**config.mk**
```make
export PLATFORM = sky130hd
export DESIGN_NAME = accel_crash_detector_unit
export DESIGN_NICKNAME = d
export VERILOG_FILES = /design/src/sv/acd_pkg.sv /design/src/sv/acd_front.sv /design/src/sv/acd_fifo.sv /design/src/sv/acd_back.sv /design/src/sv/accel_crash_detector_unit.sv
export SDC_FILE = /design/constraint.sdc
export NUM_CORES = 2
export LEC_CHECK = 0
export BUFFER_PORTS_ARGS = -buffer_cell sky130_fd_sc_hd__buf_4
export CAP_MARGIN = 0
export CORE_UTILIZATION = 60
export DETAILED_ROUTE_END_ITERATION = 12
export PLACE_DENSITY = 0.83
export SLEW_MARGIN = 40
export SYNTH_ARGS = -nofsm -noshare
export SYNTH_HDL_FRONTEND = slang
export SYNTH_SLANG_ARGS = --single-unit
```
**constraint.sdc**
```tcl
create_clock -name clk -period 10.66 [get_ports clk]
set_input_delay 1.599 -clock clk [delete_from_list [all_inputs] [get_ports clk]]
set_output_delay 1.599 -clock clk [all_outputs]
set_load 0.1 [all_outputs]
```
**src/sv/acd_pkg.sv**
```systemverilog
`timescale 1ns / 1ps

package acd_pkg;

    localparam int unsigned AXIS_W     = 16;
    localparam int unsigned MAG_W      = 16;
    localparam int unsigned SUM_W      = 32;
    localparam int unsigned AVG_W      = 33;   // Q17.16
    localparam int unsigned THR_W      = 16;   // Q8.8
    localparam int unsigned WEIGHT_W   = 5;
    localparam int unsigned NUM_W      = 38;   // k*mag<<16 + (N-k)*avg
    localparam int unsigned FRAC_W     = 16;

    localparam logic [THR_W-1:0] THRESHOLD_RESET = 16'd282;
    localparam logic [MAG_W-1:0] MAG_MAX         = 16'd56755;

    typedef struct packed {
        logic signed [AXIS_W-1:0] accel_x;
        logic signed [AXIS_W-1:0] accel_y;
        logic signed [AXIS_W-1:0] accel_z;
    } sample_t;

    typedef struct packed {
        logic             crash_flag;
        logic [MAG_W-1:0] magnitude;
        logic [MAG_W-1:0] average_whole;
    } result_t;

endpackage

```
**src/sv/acd_front.sv**
```systemverilog
`timescale 1ns / 1ps

module acd_front
    import acd_pkg::*;
(
    input  logic             clk,
    input  logic             rst_n,
    input  logic             sample_valid,
    output logic             sample_stall,
    input  sample_t          sample,
    output logic             push,
    input  logic             full,
    output logic [MAG_W-1:0] push_mag
);

    typedef enum logic [1:0] {
        IDLE,
        SQUARE,
        ROOT,
        PUSH
    } state_t;

    state_t                  state_reg;
    logic [AXIS_W:0]         abs_x_reg, abs_y_reg, abs_z_reg;
    logic [SUM_W-1:0]        sum_reg;
    logic [MAG_W+1:0]        rem_reg;
    logic [MAG_W-1:0]        root_reg;
    logic [3:0]              cnt_reg;

    logic [2*AXIS_W+1:0]     sq_sum;
    logic [MAG_W+3:0]        rem_sh;
    logic [MAG_W+3:0]        trial;
    logic                    fits;

    function automatic logic [AXIS_W:0] abs17(input logic signed [AXIS_W-1:0] v);
        logic signed [AXIS_W:0] e;
        e = {v[AXIS_W-1], v};
        return e[AXIS_W] ? $unsigned(-e) : $unsigned(e);
    endfunction

    always_comb
    begin
        sq_sum = (2*AXIS_W+2)'(abs_x_reg * abs_x_reg)
               + (2*AXIS_W+2)'(abs_y_reg * abs_y_reg)
               + (2*AXIS_W+2)'(abs_z_reg * abs_z_reg);
        rem_sh = {rem_reg, sum_reg[SUM_W-1 -: 2]};
        trial  = (MAG_W+4)'({root_reg, 2'b01});
        fits   = (rem_sh >= trial);
    end

    assign sample_stall = (state_reg != IDLE);
    assign push         = (state_reg == PUSH) && !full;
    assign push_mag     = root_reg;

    always_ff @(posedge clk or negedge rst_n)
    begin
        if (!rst_n)
        begin
            state_reg <= IDLE;
        end
        else
        begin
            unique case (state_reg)
                IDLE:
                begin
                    if (sample_valid)
                    begin
                        abs_x_reg <= abs17(sample.accel_x);
                        abs_y_reg <= abs17(sample.accel_y);
                        abs_z_reg <= abs17(sample.accel_z);
                        state_reg <= SQUARE;
                    end
                end
                SQUARE:
                begin
                    sum_reg   <= sq_sum[SUM_W-1:0];   // at most 3*2^30
                    rem_reg   <= '0;
                    root_reg  <= '0;
                    cnt_reg   <= '0;
                    state_reg <= ROOT;
                end
                ROOT:
                begin
                    // one root bit per cycle, two radicand bits consumed
                    sum_reg <= {sum_reg[SUM_W-3:0], 2'b00};
                    if (fits)
                    begin
                        rem_reg  <= (MAG_W+2)'(rem_sh - trial);
                        root_reg <= {root_reg[MAG_W-2:0], 1'b1};
                    end
                    else
                    begin
                        rem_reg  <= rem_sh[MAG_W+1:0];
                        root_reg <= {root_reg[MAG_W-2:0], 1'b0};
                    end
                    cnt_reg <= cnt_reg + 4'd1;
                    if (cnt_reg == 4'(MAG_W - 1))
                    begin
                        state_reg <= PUSH;
                    end
                end
                PUSH:
                begin
                    if (!full)
                    begin
                        state_reg <= IDLE;
                    end
                end
                default:
                begin
                    state_reg <= IDLE;
                end
            endcase
        end
    end

endmodule

```
**src/sv/acd_fifo.sv**
```systemverilog
`timescale 1ns / 1ps

module acd_fifo
    import acd_pkg::*;
(
    input  logic             clk,
    input  logic             rst_n,
    input  logic             push,
    input  logic [MAG_W-1:0] push_mag,
    output logic             full,
    input  logic             pop,
    output logic             empty,
    output logic [MAG_W-1:0] pop_mag
);

    logic [MAG_W-1:0] entry_reg [2];
    logic             wr_ptr_reg;
    logic             rd_ptr_reg;
    logic [1:0]       count_reg;

    assign full    = (count_reg == 2'd2);
    assign empty   = (count_reg == 2'd0);
    assign pop_mag = entry_reg[rd_ptr_reg];

    always_ff @(posedge clk)
    begin
        if (push)
        begin
            entry_reg[wr_ptr_reg] <= push_mag;
        end
    end

    always_ff @(posedge clk or negedge rst_n)
    begin
        if (!rst_n)
        begin
            wr_ptr_reg <= 1'b0;
            rd_ptr_reg <= 1'b0;
            count_reg  <= 2'd0;
        end
        else
        begin
            if (push)
            begin
                wr_ptr_reg <= !wr_ptr_reg;
            end
            if (pop)
            begin
                rd_ptr_reg <= !rd_ptr_reg;
            end
            if (push && !pop)
            begin
                count_reg <= count_reg + 2'd1;
            end
            else if (pop && !push)
            begin
                count_reg <= count_reg - 2'd1;
            end
        end
    end

    a_no_overflow: assert property (@(posedge clk) disable iff (!rst_n)
        push |-> !full)
        else $error("queue written while full");

    a_no_underflow: assert property (@(posedge clk) disable iff (!rst_n)
        pop |-> !empty)
        else $error("queue read while empty");

    a_ptr_count: assert property (@(posedge clk) disable iff (!rst_n)
        (count_reg == 2'd0 || count_reg == 2'd2) |-> (wr_ptr_reg == rd_ptr_reg))
        else $error("queue pointers disagree with count");

endmodule

```
**src/sv/acd_back.sv**
```systemverilog
`timescale 1ns / 1ps

module acd_back
    import acd_pkg::*;
#(
    parameter int unsigned SETTLE_SAMPLES = 10
)
(
    input  logic             clk,
    input  logic             rst_n,
    input  logic             empty,
    input  logic [MAG_W-1:0] pop_mag,
    output logic             pop,
    input  logic [THR_W-1:0] threshold,
    output logic             result_valid,
    input  logic             result_stall,
    output result_t          result
);

    localparam int unsigned DIV_SHIFT = NUM_W + $clog2(SETTLE_SAMPLES);
    localparam int unsigned RECIP_W   = NUM_W + 1;
    localparam int unsigned ACC_W     = NUM_W + RECIP_W;
    localparam int unsigned A_LO_W    = NUM_W / 2;
    localparam int unsigned A_HI_W    = NUM_W - A_LO_W;
    localparam int unsigned R_HI_W    = RECIP_W / 2;
    localparam int unsigned R_LO_W    = RECIP_W - R_HI_W;
    localparam int unsigned PP_W      = A_HI_W + R_LO_W;
    localparam logic [WEIGHT_W-1:0] N_VAL = WEIGHT_W'(SETTLE_SAMPLES);
    // ceil(2^DIV_SHIFT / N) gives the exact floor quotient for any NUM_W-bit numerator
    localparam logic [RECIP_W-1:0] RECIP = RECIP_W'(((64'd1 << DIV_SHIFT)
        + 64'(SETTLE_SAMPLES) - 64'd1) / 64'(SETTLE_SAMPLES));

    typedef enum logic [2:0] {
        IDLE,
        MUL,
        DIV,
        UPD,
        PROD,
        DONE
    } state_t;

    state_t                  state_reg;
    logic [MAG_W-1:0]        mag_reg;
    logic [AVG_W-1:0]        avg_reg;
    logic [WEIGHT_W-1:0]     weight_reg;
    logic [NUM_W-1:0]        num_reg;
    logic [ACC_W-1:0]        acc_reg;
    logic [1:0]              step_reg;
    logic [AVG_W+THR_W-1:0]  prod_reg;
    logic                    out_valid_reg;
    result_t                 out_reg;

    logic [WEIGHT_W-1:0]     rest;
    logic [MAG_W+WEIGHT_W-1:0] kmag;
    logic [NUM_W-1:0]        rest_avg;
    logic [NUM_W-1:0]        num_next;
    logic [A_HI_W-1:0]       num_part;
    logic [R_LO_W-1:0]       recip_part;
    logic [PP_W-1:0]         part_prod;
    logic [ACC_W-1:0]        acc_term;
    logic [AVG_W-1:0]        quotient;
    logic [AVG_W+THR_W-1:0]  prod_next;
    logic                    crash;
    logic                    out_free;

    always_comb
    begin
        rest      = N_VAL - weight_reg;
        kmag      = (MAG_W+WEIGHT_W)'(weight_reg * mag_reg);
        rest_avg  = NUM_W'(rest * avg_reg);
        num_next  = NUM_W'({kmag, {FRAC_W{1'b0}}}) + rest_avg;
        prod_next = (AVG_W+THR_W)'(avg_reg * threshold);
        crash     = (AVG_W+THR_W)'({mag_reg, 24'd0}) > prod_reg;
        out_free  = !out_valid_reg || !result_stall;

        // divide by N as num_reg * RECIP, one partial product per cycle
        num_part   = step_reg[1] ? num_reg[NUM_W-1 -: A_HI_W]
                                 : A_HI_W'(num_reg[A_LO_W-1:0]);
        recip_part = step_reg[0] ? R_LO_W'(RECIP[RECIP_W-1 -: R_HI_W])
                                 : RECIP[R_LO_W-1:0];
        part_prod  = num_part * recip_part;
        unique case (step_reg)
            2'd0: acc_term = ACC_W'(part_prod);
            2'd1: acc_term = ACC_W'(part_prod) << R_LO_W;
            2'd2: acc_term = ACC_W'(part_prod) << A_LO_W;
            2'd3: acc_term = ACC_W'(part_prod) << (A_LO_W + R_LO_W);
        endcase
        quotient = acc_reg[DIV_SHIFT +: AVG_W];
    end

    assign pop          = (state_reg == IDLE) && !empty;
    assign result_valid = out_valid_reg;
    assign result       = out_reg;

    always_ff @(posedge clk or negedge rst_n)
    begin
        if (!rst_n)
        begin
            state_reg     <= IDLE;
            avg_reg       <= '0;
            weight_reg    <= N_VAL;
            out_valid_reg <= 1'b0;
        end
        else
        begin
            if (state_reg == DONE && out_free)
            begin
                out_valid_reg <= 1'b1;
            end
            else if (out_valid_reg && !result_stall)
            begin
                out_valid_reg <= 1'b0;
            end

            unique case (state_reg)
                IDLE:
                begin
                    if (!empty)
                    begin
                        mag_reg   <= pop_mag;
                        state_reg <= MUL;
                    end
                end
                MUL:
                begin
                    num_reg   <= num_next;
                    acc_reg   <= '0;
                    step_reg  <= '0;
                    state_reg <= DIV;
                end
                DIV:
                begin
                    acc_reg  <= acc_reg + acc_term;
                    step_reg <= step_reg + 2'd1;
                    if (step_reg == 2'd3)
                    begin
                        state_reg <= UPD;
                    end
                end
                UPD:
                begin
                    avg_reg <= quotient;
                    if (weight_reg > WEIGHT_W'(1))
                    begin
                        weight_reg <= weight_reg - WEIGHT_W'(1);
                    end
                    state_reg <= PROD;
                end
                PROD:
                begin
                    prod_reg  <= prod_next;
                    state_reg <= DONE;
                end
                DONE:
                begin
                    if (out_free)
                    begin
                        out_reg.crash_flag    <= crash;
                        out_reg.magnitude     <= mag_reg;
                        out_reg.average_whole <= avg_reg[FRAC_W +: MAG_W];
                        state_reg             <= IDLE;
                    end
                end
                default:
                begin
                    state_reg <= IDLE;
                end
            endcase
        end
    end

    a_weight_range: assert property (@(posedge clk) disable iff (!rst_n)
        (weight_reg != '0) && (weight_reg <= N_VAL))
        else $error("weight count out of range");

    a_avg_bound: assert property (@(posedge clk) disable iff (!rst_n)
        avg_reg[AVG_W-1:FRAC_W] <= (AVG_W-FRAC_W)'(MAG_MAX))
        else $error("running average above largest magnitude");

    a_quotient_exact: assert property (@(posedge clk) disable iff (!rst_n)
        (state_reg == UPD) |->
            ((NUM_W'(quotient) * NUM_W'(N_VAL) <= num_reg)
            && (num_reg - NUM_W'(quotient) * NUM_W'(N_VAL) < NUM_W'(N_VAL))))
        else $error("quotient of divide by N is not the floor");

endmodule

```
**src/sv/accel_crash_detector_unit.sv**
```systemverilog
`timescale 1ns / 1ps

// Acceleration crash detector.
// Sample channel: sample_valid / sample_stall with one three-axis sample per beat.
// Result channel: result_valid / result_stall; each sample yields exactly one
// result beat with the magnitude, the integer part of the updated running
// average and the crash flag.
// threshold_we / threshold_data write the Q8.8 threshold; write only while idle.
// The front computes sum of squares and an integer square root at one root
// bit per cycle, and takes no new sample until it has pushed the last root.
// A two-entry queue feeds the back, which divides by SETTLE_SAMPLES with a
// reciprocal multiply summed from four partial products and is faster than
// the front, so the front sets the sustained sample rate.
// While the receiver stalls, the result register holds its beat; the back
// finishes the next sample and waits, the queue fills, and the front holds
// its root with sample_stall high until the queue drains.
// Reset clears the running average, sets the weight count to SETTLE_SAMPLES,
// loads the threshold with 282 (about 1.1) and empties the queue.
module accel_crash_detector_unit
    import acd_pkg::*;
#(
    parameter int unsigned SETTLE_SAMPLES = 10
)
(
    input  logic             clk,
    input  logic             rst_n,
    input  logic             sample_valid,
    output logic             sample_stall,
    input  sample_t          sample,
    output logic             result_valid,
    input  logic             result_stall,
    output result_t          result,
    input  logic             threshold_we,
    input  logic [THR_W-1:0] threshold_data
);

    logic [THR_W-1:0] threshold_reg;
    logic             push;
    logic             full;
    logic             pop;
    logic             empty;
    logic [MAG_W-1:0] push_mag;
    logic [MAG_W-1:0] pop_mag;

    always_ff @(posedge clk or negedge rst_n)
    begin
        if (!rst_n)
        begin
            threshold_reg <= THRESHOLD_RESET;
        end
        else if (threshold_we)
        begin
            threshold_reg <= threshold_data;
        end
    end

    acd_front u_front (
        .clk          (clk),
        .rst_n        (rst_n),
        .sample_valid (sample_valid),
        .sample_stall (sample_stall),
        .sample       (sample),
        .push         (push),
        .full         (full),
        .push_mag     (push_mag)
    );

    acd_fifo u_fifo (
        .clk      (clk),
        .rst_n    (rst_n),
        .push     (push),
        .push_mag (push_mag),
        .full     (full),
        .pop      (pop),
        .empty    (empty),
        .pop_mag  (pop_mag)
    );

    acd_back #(
        .SETTLE_SAMPLES (SETTLE_SAMPLES)
    ) u_back (
        .clk          (clk),
        .rst_n        (rst_n),
        .empty        (empty),
        .pop_mag      (pop_mag),
        .pop          (pop),
        .threshold    (threshold_reg),
        .result_valid (result_valid),
        .result_stall (result_stall),
        .result       (result)
    );

endmodule
```
Yosys cells after proc, flatten, opt, wreduce, memory -nomap -nowiden
Memories as Yosys holds them, arrays and structs flattened. A register that Yosys moved wholly into a read port is not among the register bits.
Cells that the tools add are included.
W data, S select, Z words.
{"block": "totals", "mem_bits_rw": 32, "output_inout_bits": 35, "inputBits": 69, "reg_bits": 384, "mem_count": 1}
{"block": "classes", "mul": 7, "order_cmp": 3, "bitwise": 1, "reduce_logical": 34, "muxes": 28, "n_eq_ne": 19, "add_sub_neg": 14}
{"name": "u_fifo.entry_reg", "words": 2, "width": 16, "rd": 1, "rd_ports_with_merged_regs": 1, "wr": 1, "line_no": "acd_fifo.sv:16", "source": "logic [MAG_W-1:0] entry_reg [2];"}
{"cell": "$pmux W77 S4", "count": 1}
{"cell": "$pmux W77 S2", "count": 1}
{"cell": "$mul A17 B17 Y32", "count": 3}
{"cell": "$add A77 B77 Y77", "count": 1}
{"cell": "$add A32 B32 Y32", "count": 2}
{"cell": "$pmux W32 S2", "count": 1}
{"cell": "$neg A16 Y17", "count": 3}
{"cell": "$gt A40 B49 Y1", "count": 1}
{"cell": "$mul A33 B16 Y49", "count": 1}
{"cell": "$mux W15", "count": 3}
{"cell": "$mul A19 B20 Y39", "count": 1}
{"cell": "$add A37 B38 Y38", "count": 1}
{"cell": "$mul A5 B33 Y38", "count": 1}
{"cell": "$pmux W18 S2", "count": 1}
{"cell": "$pmux W16 S2", "count": 1}
{"cell": "$mul A5 B16 Y21", "count": 1}
{"cell": "$ge A20 B18 Y1", "count": 1}
{"cell": "$mux W19", "count": 1}
{"cell": "$mux W18", "count": 1}
{"cell": "$pmux W3 S6", "count": 1}
{"cell": "$sub A18 B18 Y18", "count": 1}
{"cell": "$reduce_and A3 Y1", "count": 5}
{"cell": "$eq A2 B2 Y1 const B", "count": 5}
{"cell": "$mux W2", "count": 5}
{"cell": "other kinds (26)", "count": 63}

Longest topological paths before layout
{"block": "logic_depth", "word_depth": 7, "mapped_depth": 38, "ltp_nobuf": 36}

Hierarchy
Synthesis repeated with hierarchy kept, for this count alone.
{"block": "hier_totals", "cells_unflattened": 8126, "area_unflattened_um2": 78210.0}
{"module": "acd_back", "n_inst": 1, "seq_area_each_um2": 7449.6, "cells_each": 4898, "area_per_inst_um2": 45428.6}
{"module": "acd_front", "n_inst": 1, "seq_area_each_um2": 3683.5, "cells_each": 3128, "area_per_inst_um2": 30734.5}
{"module": "acd_fifo", "n_inst": 1, "seq_area_each_um2": 1061.0, "cells_each": 66, "area_per_inst_um2": 1392.6}
{"module": "accel_crash_detector_unit", "n_inst": 1, "seq_area_each_um2": 405.4, "cells_each": 34, "area_per_inst_um2": 654.4}

Worst setup path before layout
OpenSTA, ideal clock, no wires.
{"block": "synth_path", "path_kind": "register to register", "startpoint": "register u_back.step_reg[1]", "endpoint": "register u_back.acc_reg[67] (data pin)", "required_time_ns": 10.401, "arrival_time_ns": 8.737, "path_stages_with_launch": 35, "setup_ns": 0.259, "setup_slack_ns": 1.664, "n_path_buf": 1, "path_cell_list": "edfxtp_1 -> clkbuf_1 -> mux2_2 -> and2_1 -> fa_1 -> inv_1 -> fa_1 -> fa_1 -> inv_1 -> fa_1 -> inv_1 -> fa_1 -> fa_1 -> inv_1 -> ha_1 -> a21oi_1 -> o21ai_0 -> or3_1 -> a211oi_1 -> o31ai_2 -> a21o_1 -> a21oi_1 -> mux2_2 -> a31oi_1 -> ha_1 -> a21o_1 -> a21o_1 -> a21oi_1 -> o21ai_0 -> a2111o_1 -> o2111ai_1 -> a31o_2 -> a211o_1 -> a2111oi_0 -> a211o_1"}
{"block": "synth_between", "elab_chain_cells": 5, "elab_cells_between_ends": 9}
{"item": "start: declaration", "line_no": "acd_back.sv:48", "source": "logic [1:0] step_reg;"}
{"item": "start signal: assignment", "line_no": "acd_back.sv:134", "source": "step_reg <= step_reg + 2'd1;"}
{"item": "$mux W19", "line_no": "acd_back.sv:77", "source": "num_part = step_reg[1] ? num_reg[NUM_W-1 -: A_HI_W]"}
{"item": "$mul A19 B20 Y39", "line_no": "acd_back.sv:81", "source": "part_prod = num_part * recip_part;"}
{"item": "$pmux W77 S4 (*)", "line_no": "acd_back.sv:82", "source": "unique case (step_reg)"}
{"item": "$add A77 B77 Y77 (*)", "line_no": "acd_back.sv:133", "source": "acc_reg <= acc_reg + acc_term;"}
{"item": "$pmux W77 S2 (*)", "line_no": "acd_back.sv:115", "source": "unique case (state_reg)"}
{"item": "end signal: assignment", "line_no": "acd_back.sv:133"}
{"item": "end: declaration", "line_no": "acd_back.sv:47", "source": "logic [ACC_W-1:0] acc_reg;"}
Mark *: on every way between the ends. The rest lies on a longest branch, timed or not.
A chain may end at the register's enable or synchronous reset.

Worst setup path after layout
Ends and elaborated chain as after synthesis.

==> metrics.txt <==
status complete, no violations; Rows 131; Post-CTS Setup Bufs 0; CP Data Required Time 11.10 ns; initial antenna violation count 4; max incr delay on CP 0.52 ns; worst hold stages 0; Worst R2R Start u_back.step_reg[1]; iteration count of the initial detailed-routing pass 6; Yosys top cell area share 36.0%; largest net degree at the start of global routing 70; cell repeated most along the worst path fa_1; Sink Count 430; flop-to-flop setup slack 0.72 ns; Post-synth EDFFs 366; nets@finish 10100; Synth Instances 7946; #FFs+latches synth 430; DR DRC count 0; Core Box Area 0.127 mm²; Rel. slew slack 35.6%; Critical Path End Type flop; DRT antenna net count 0; placed insts 9490; final setup fails 0; most instantiated cells after synthesis 1675 x inv_1, 1382 x fa_1, 912 x nand2_1; CP Class flop to flop; Worst Tran Pin Value 0.967 ns; hold path endpoint u_fifo.entry_reg[0][15]; final setup TNS 0 ns; Starting Density 60.4%; Via density 5.83; Overflow after GRT 0; H-tree levels 2; Max-cap violations 0; area grow syn2layout 5.65%; initial drt markers 4947; WL final 194000 µm; Hold WS 0.493 ns; via count 55900; Reg clk slew, reported paths 0.06 ns; Final Util 63.8%; RD Place Congestion 1.00; Async SR Flop Fraction 14.9%; Reg2Reg Depth 34; CTS Hold Buffers Added 0; Netlist cell types 90; chip width 360 µm; f_max 101 MHz; CTS tree built; Finished Layout Cells 9595; Startpoint Class flop; final hold vios 0; Top FF cell, synth edfxtp_1; Ys Warns 0; GRT Overall Usage 31.0%; RSZ-0062 raised after global routing false; synth top area cells fa_1 36%, edfxtp_1 14%, ha_1 12%, inv_1 8.2%, nand2_1 4.4%; CP max FO 9; I/O pin count 104; # port buffers 103; Synth Cell Area 0.0769 mm²; clock skew 0.0580 ns; sequential share of the synthesized area 16.4%; die area 0.130 mm²; CTS Buf Count 51; Max Buffers Root-to-Sink 3; syn avg cell area 9.68 µm²; part of the cycle the worst path needs 93.2%; Hold Path Class flop to flop; first-pass GRT wire length 317000 µm; count leader, synth inv_1; area leader, netlist fa_1; worst flop-to-flop path endpoint u_back.acc_reg[67]; die height 360 µm; layout cells sized above 1 5.56%; Worst path slowest cell fa_1; number of global-route vias before repair 60700; wire per inst 20.2 µm; Period minus WS final 9.94 ns; CP arrival 10.37 ns; max reg flops 75; detailed placer's ending HPWL 156000 µm; post-CTS resize count 0; min-delay src u_front.push_mag[15]; Slew Viols, Final 0; clk_lat worst skew 0.69 ns; Root Buffer clkbuf_16
==> per-stage QoR <==
stage / area, µm² / setup slack, ns
3_5_place_dp: 79400 / 0.847
5_1_grt: 81300 / 0.163
6_report: 81300 / 0.725
2_1_floorplan: 77000 / 1.66
4_1_cts: 81200 / 0.824
3_3_place_gp: 79300 / 0.826
==> placed cells by master (no fill, tap or decap), types with 60 or more instances in the layout <==
master    count
fa_1       1382
nand3_1      73
nor2_1      253
buf_4       186
inv_1      1675
mux2_2       82
nand2_1     911
o21ai_0     175
and2_1      492
ha_1        744
xor2_1       92
a21oi_1     248
a21o_1      143
xnor2_1     206
edfxtp_1    366
nor2b_1      72
nor3_1       60
==> worst max path at each step <==
stage | startpoint | endpoint | depth (start not counted)
final | u_back.step_reg[1] | u_back.acc_reg[67] | 34
after global routing | u_back.step_reg[1] | u_back.acc_reg[70] | 31
after CTS | u_back.step_reg[1] | u_back.acc_reg[67] | 34
after detailed placement | u_back.step_reg[1] | u_back.acc_reg[67] | 32
after global placement | u_back.step_reg[1] | u_back.acc_reg[67] | 32
after floorplan | u_back.step_reg[1] | u_back.acc_reg[67] | 34
==> cell type report <==
cell class / count / area, µm²
timing repair buffer: 194 / 1510
tap: 1662 / 2080
clock buffer: 60 / 1350
clock inverter: 36 / 440
multi-input combinational: 5536 / 57000
antenna: 2 / 5.00
fill: 9742 / 46100
inverter: 1675 / 6290
sequential: 430 / 12600
==> routing by layer <==
layer,GRT usage (%),wire (µm),vias up
met5,0,12,-
met4,12.6,8440,2
met3,5.97,18000,473
met2,50.8,92300,2551
met1,40.6,75100,28100
li1,-,-,24800
==> logic make-up (layout without fill, tap and decap cells) <==
group | after synthesis | after routing | share of synthesized area (%)
mux | 105 | 105 | 1.50
fa+ha+maj | 2129 | 2129 | 48.1
xor+xnor | 301 | 301 | 3.43
flops | 430 | 430 | 16.4
simple gates | 2083 | 2083 | 13.0
other cells | 1 | 5 | 0.00487
buf+inv | 1982 | 1965 | 9.67
compound gates | 915 | 915 | 7.92
==> worst max-delay path: cells and delay by family, from the launching register on <==
family / cells / cell delay, ns
adders and majority gates: 8 / 3.70
buffers and inverters: 6 / 0.64
DFF: 1 / 0.46
muxes: 2 / 0.74
and+or+nand+nor: 1 / 0.32
AOI/OAI and AO/OA: 17 / 3.82
Power is left out: the tool's default activity adds up to more than one toggle a clock period on the data nets, which glitch-free logic cannot reach.
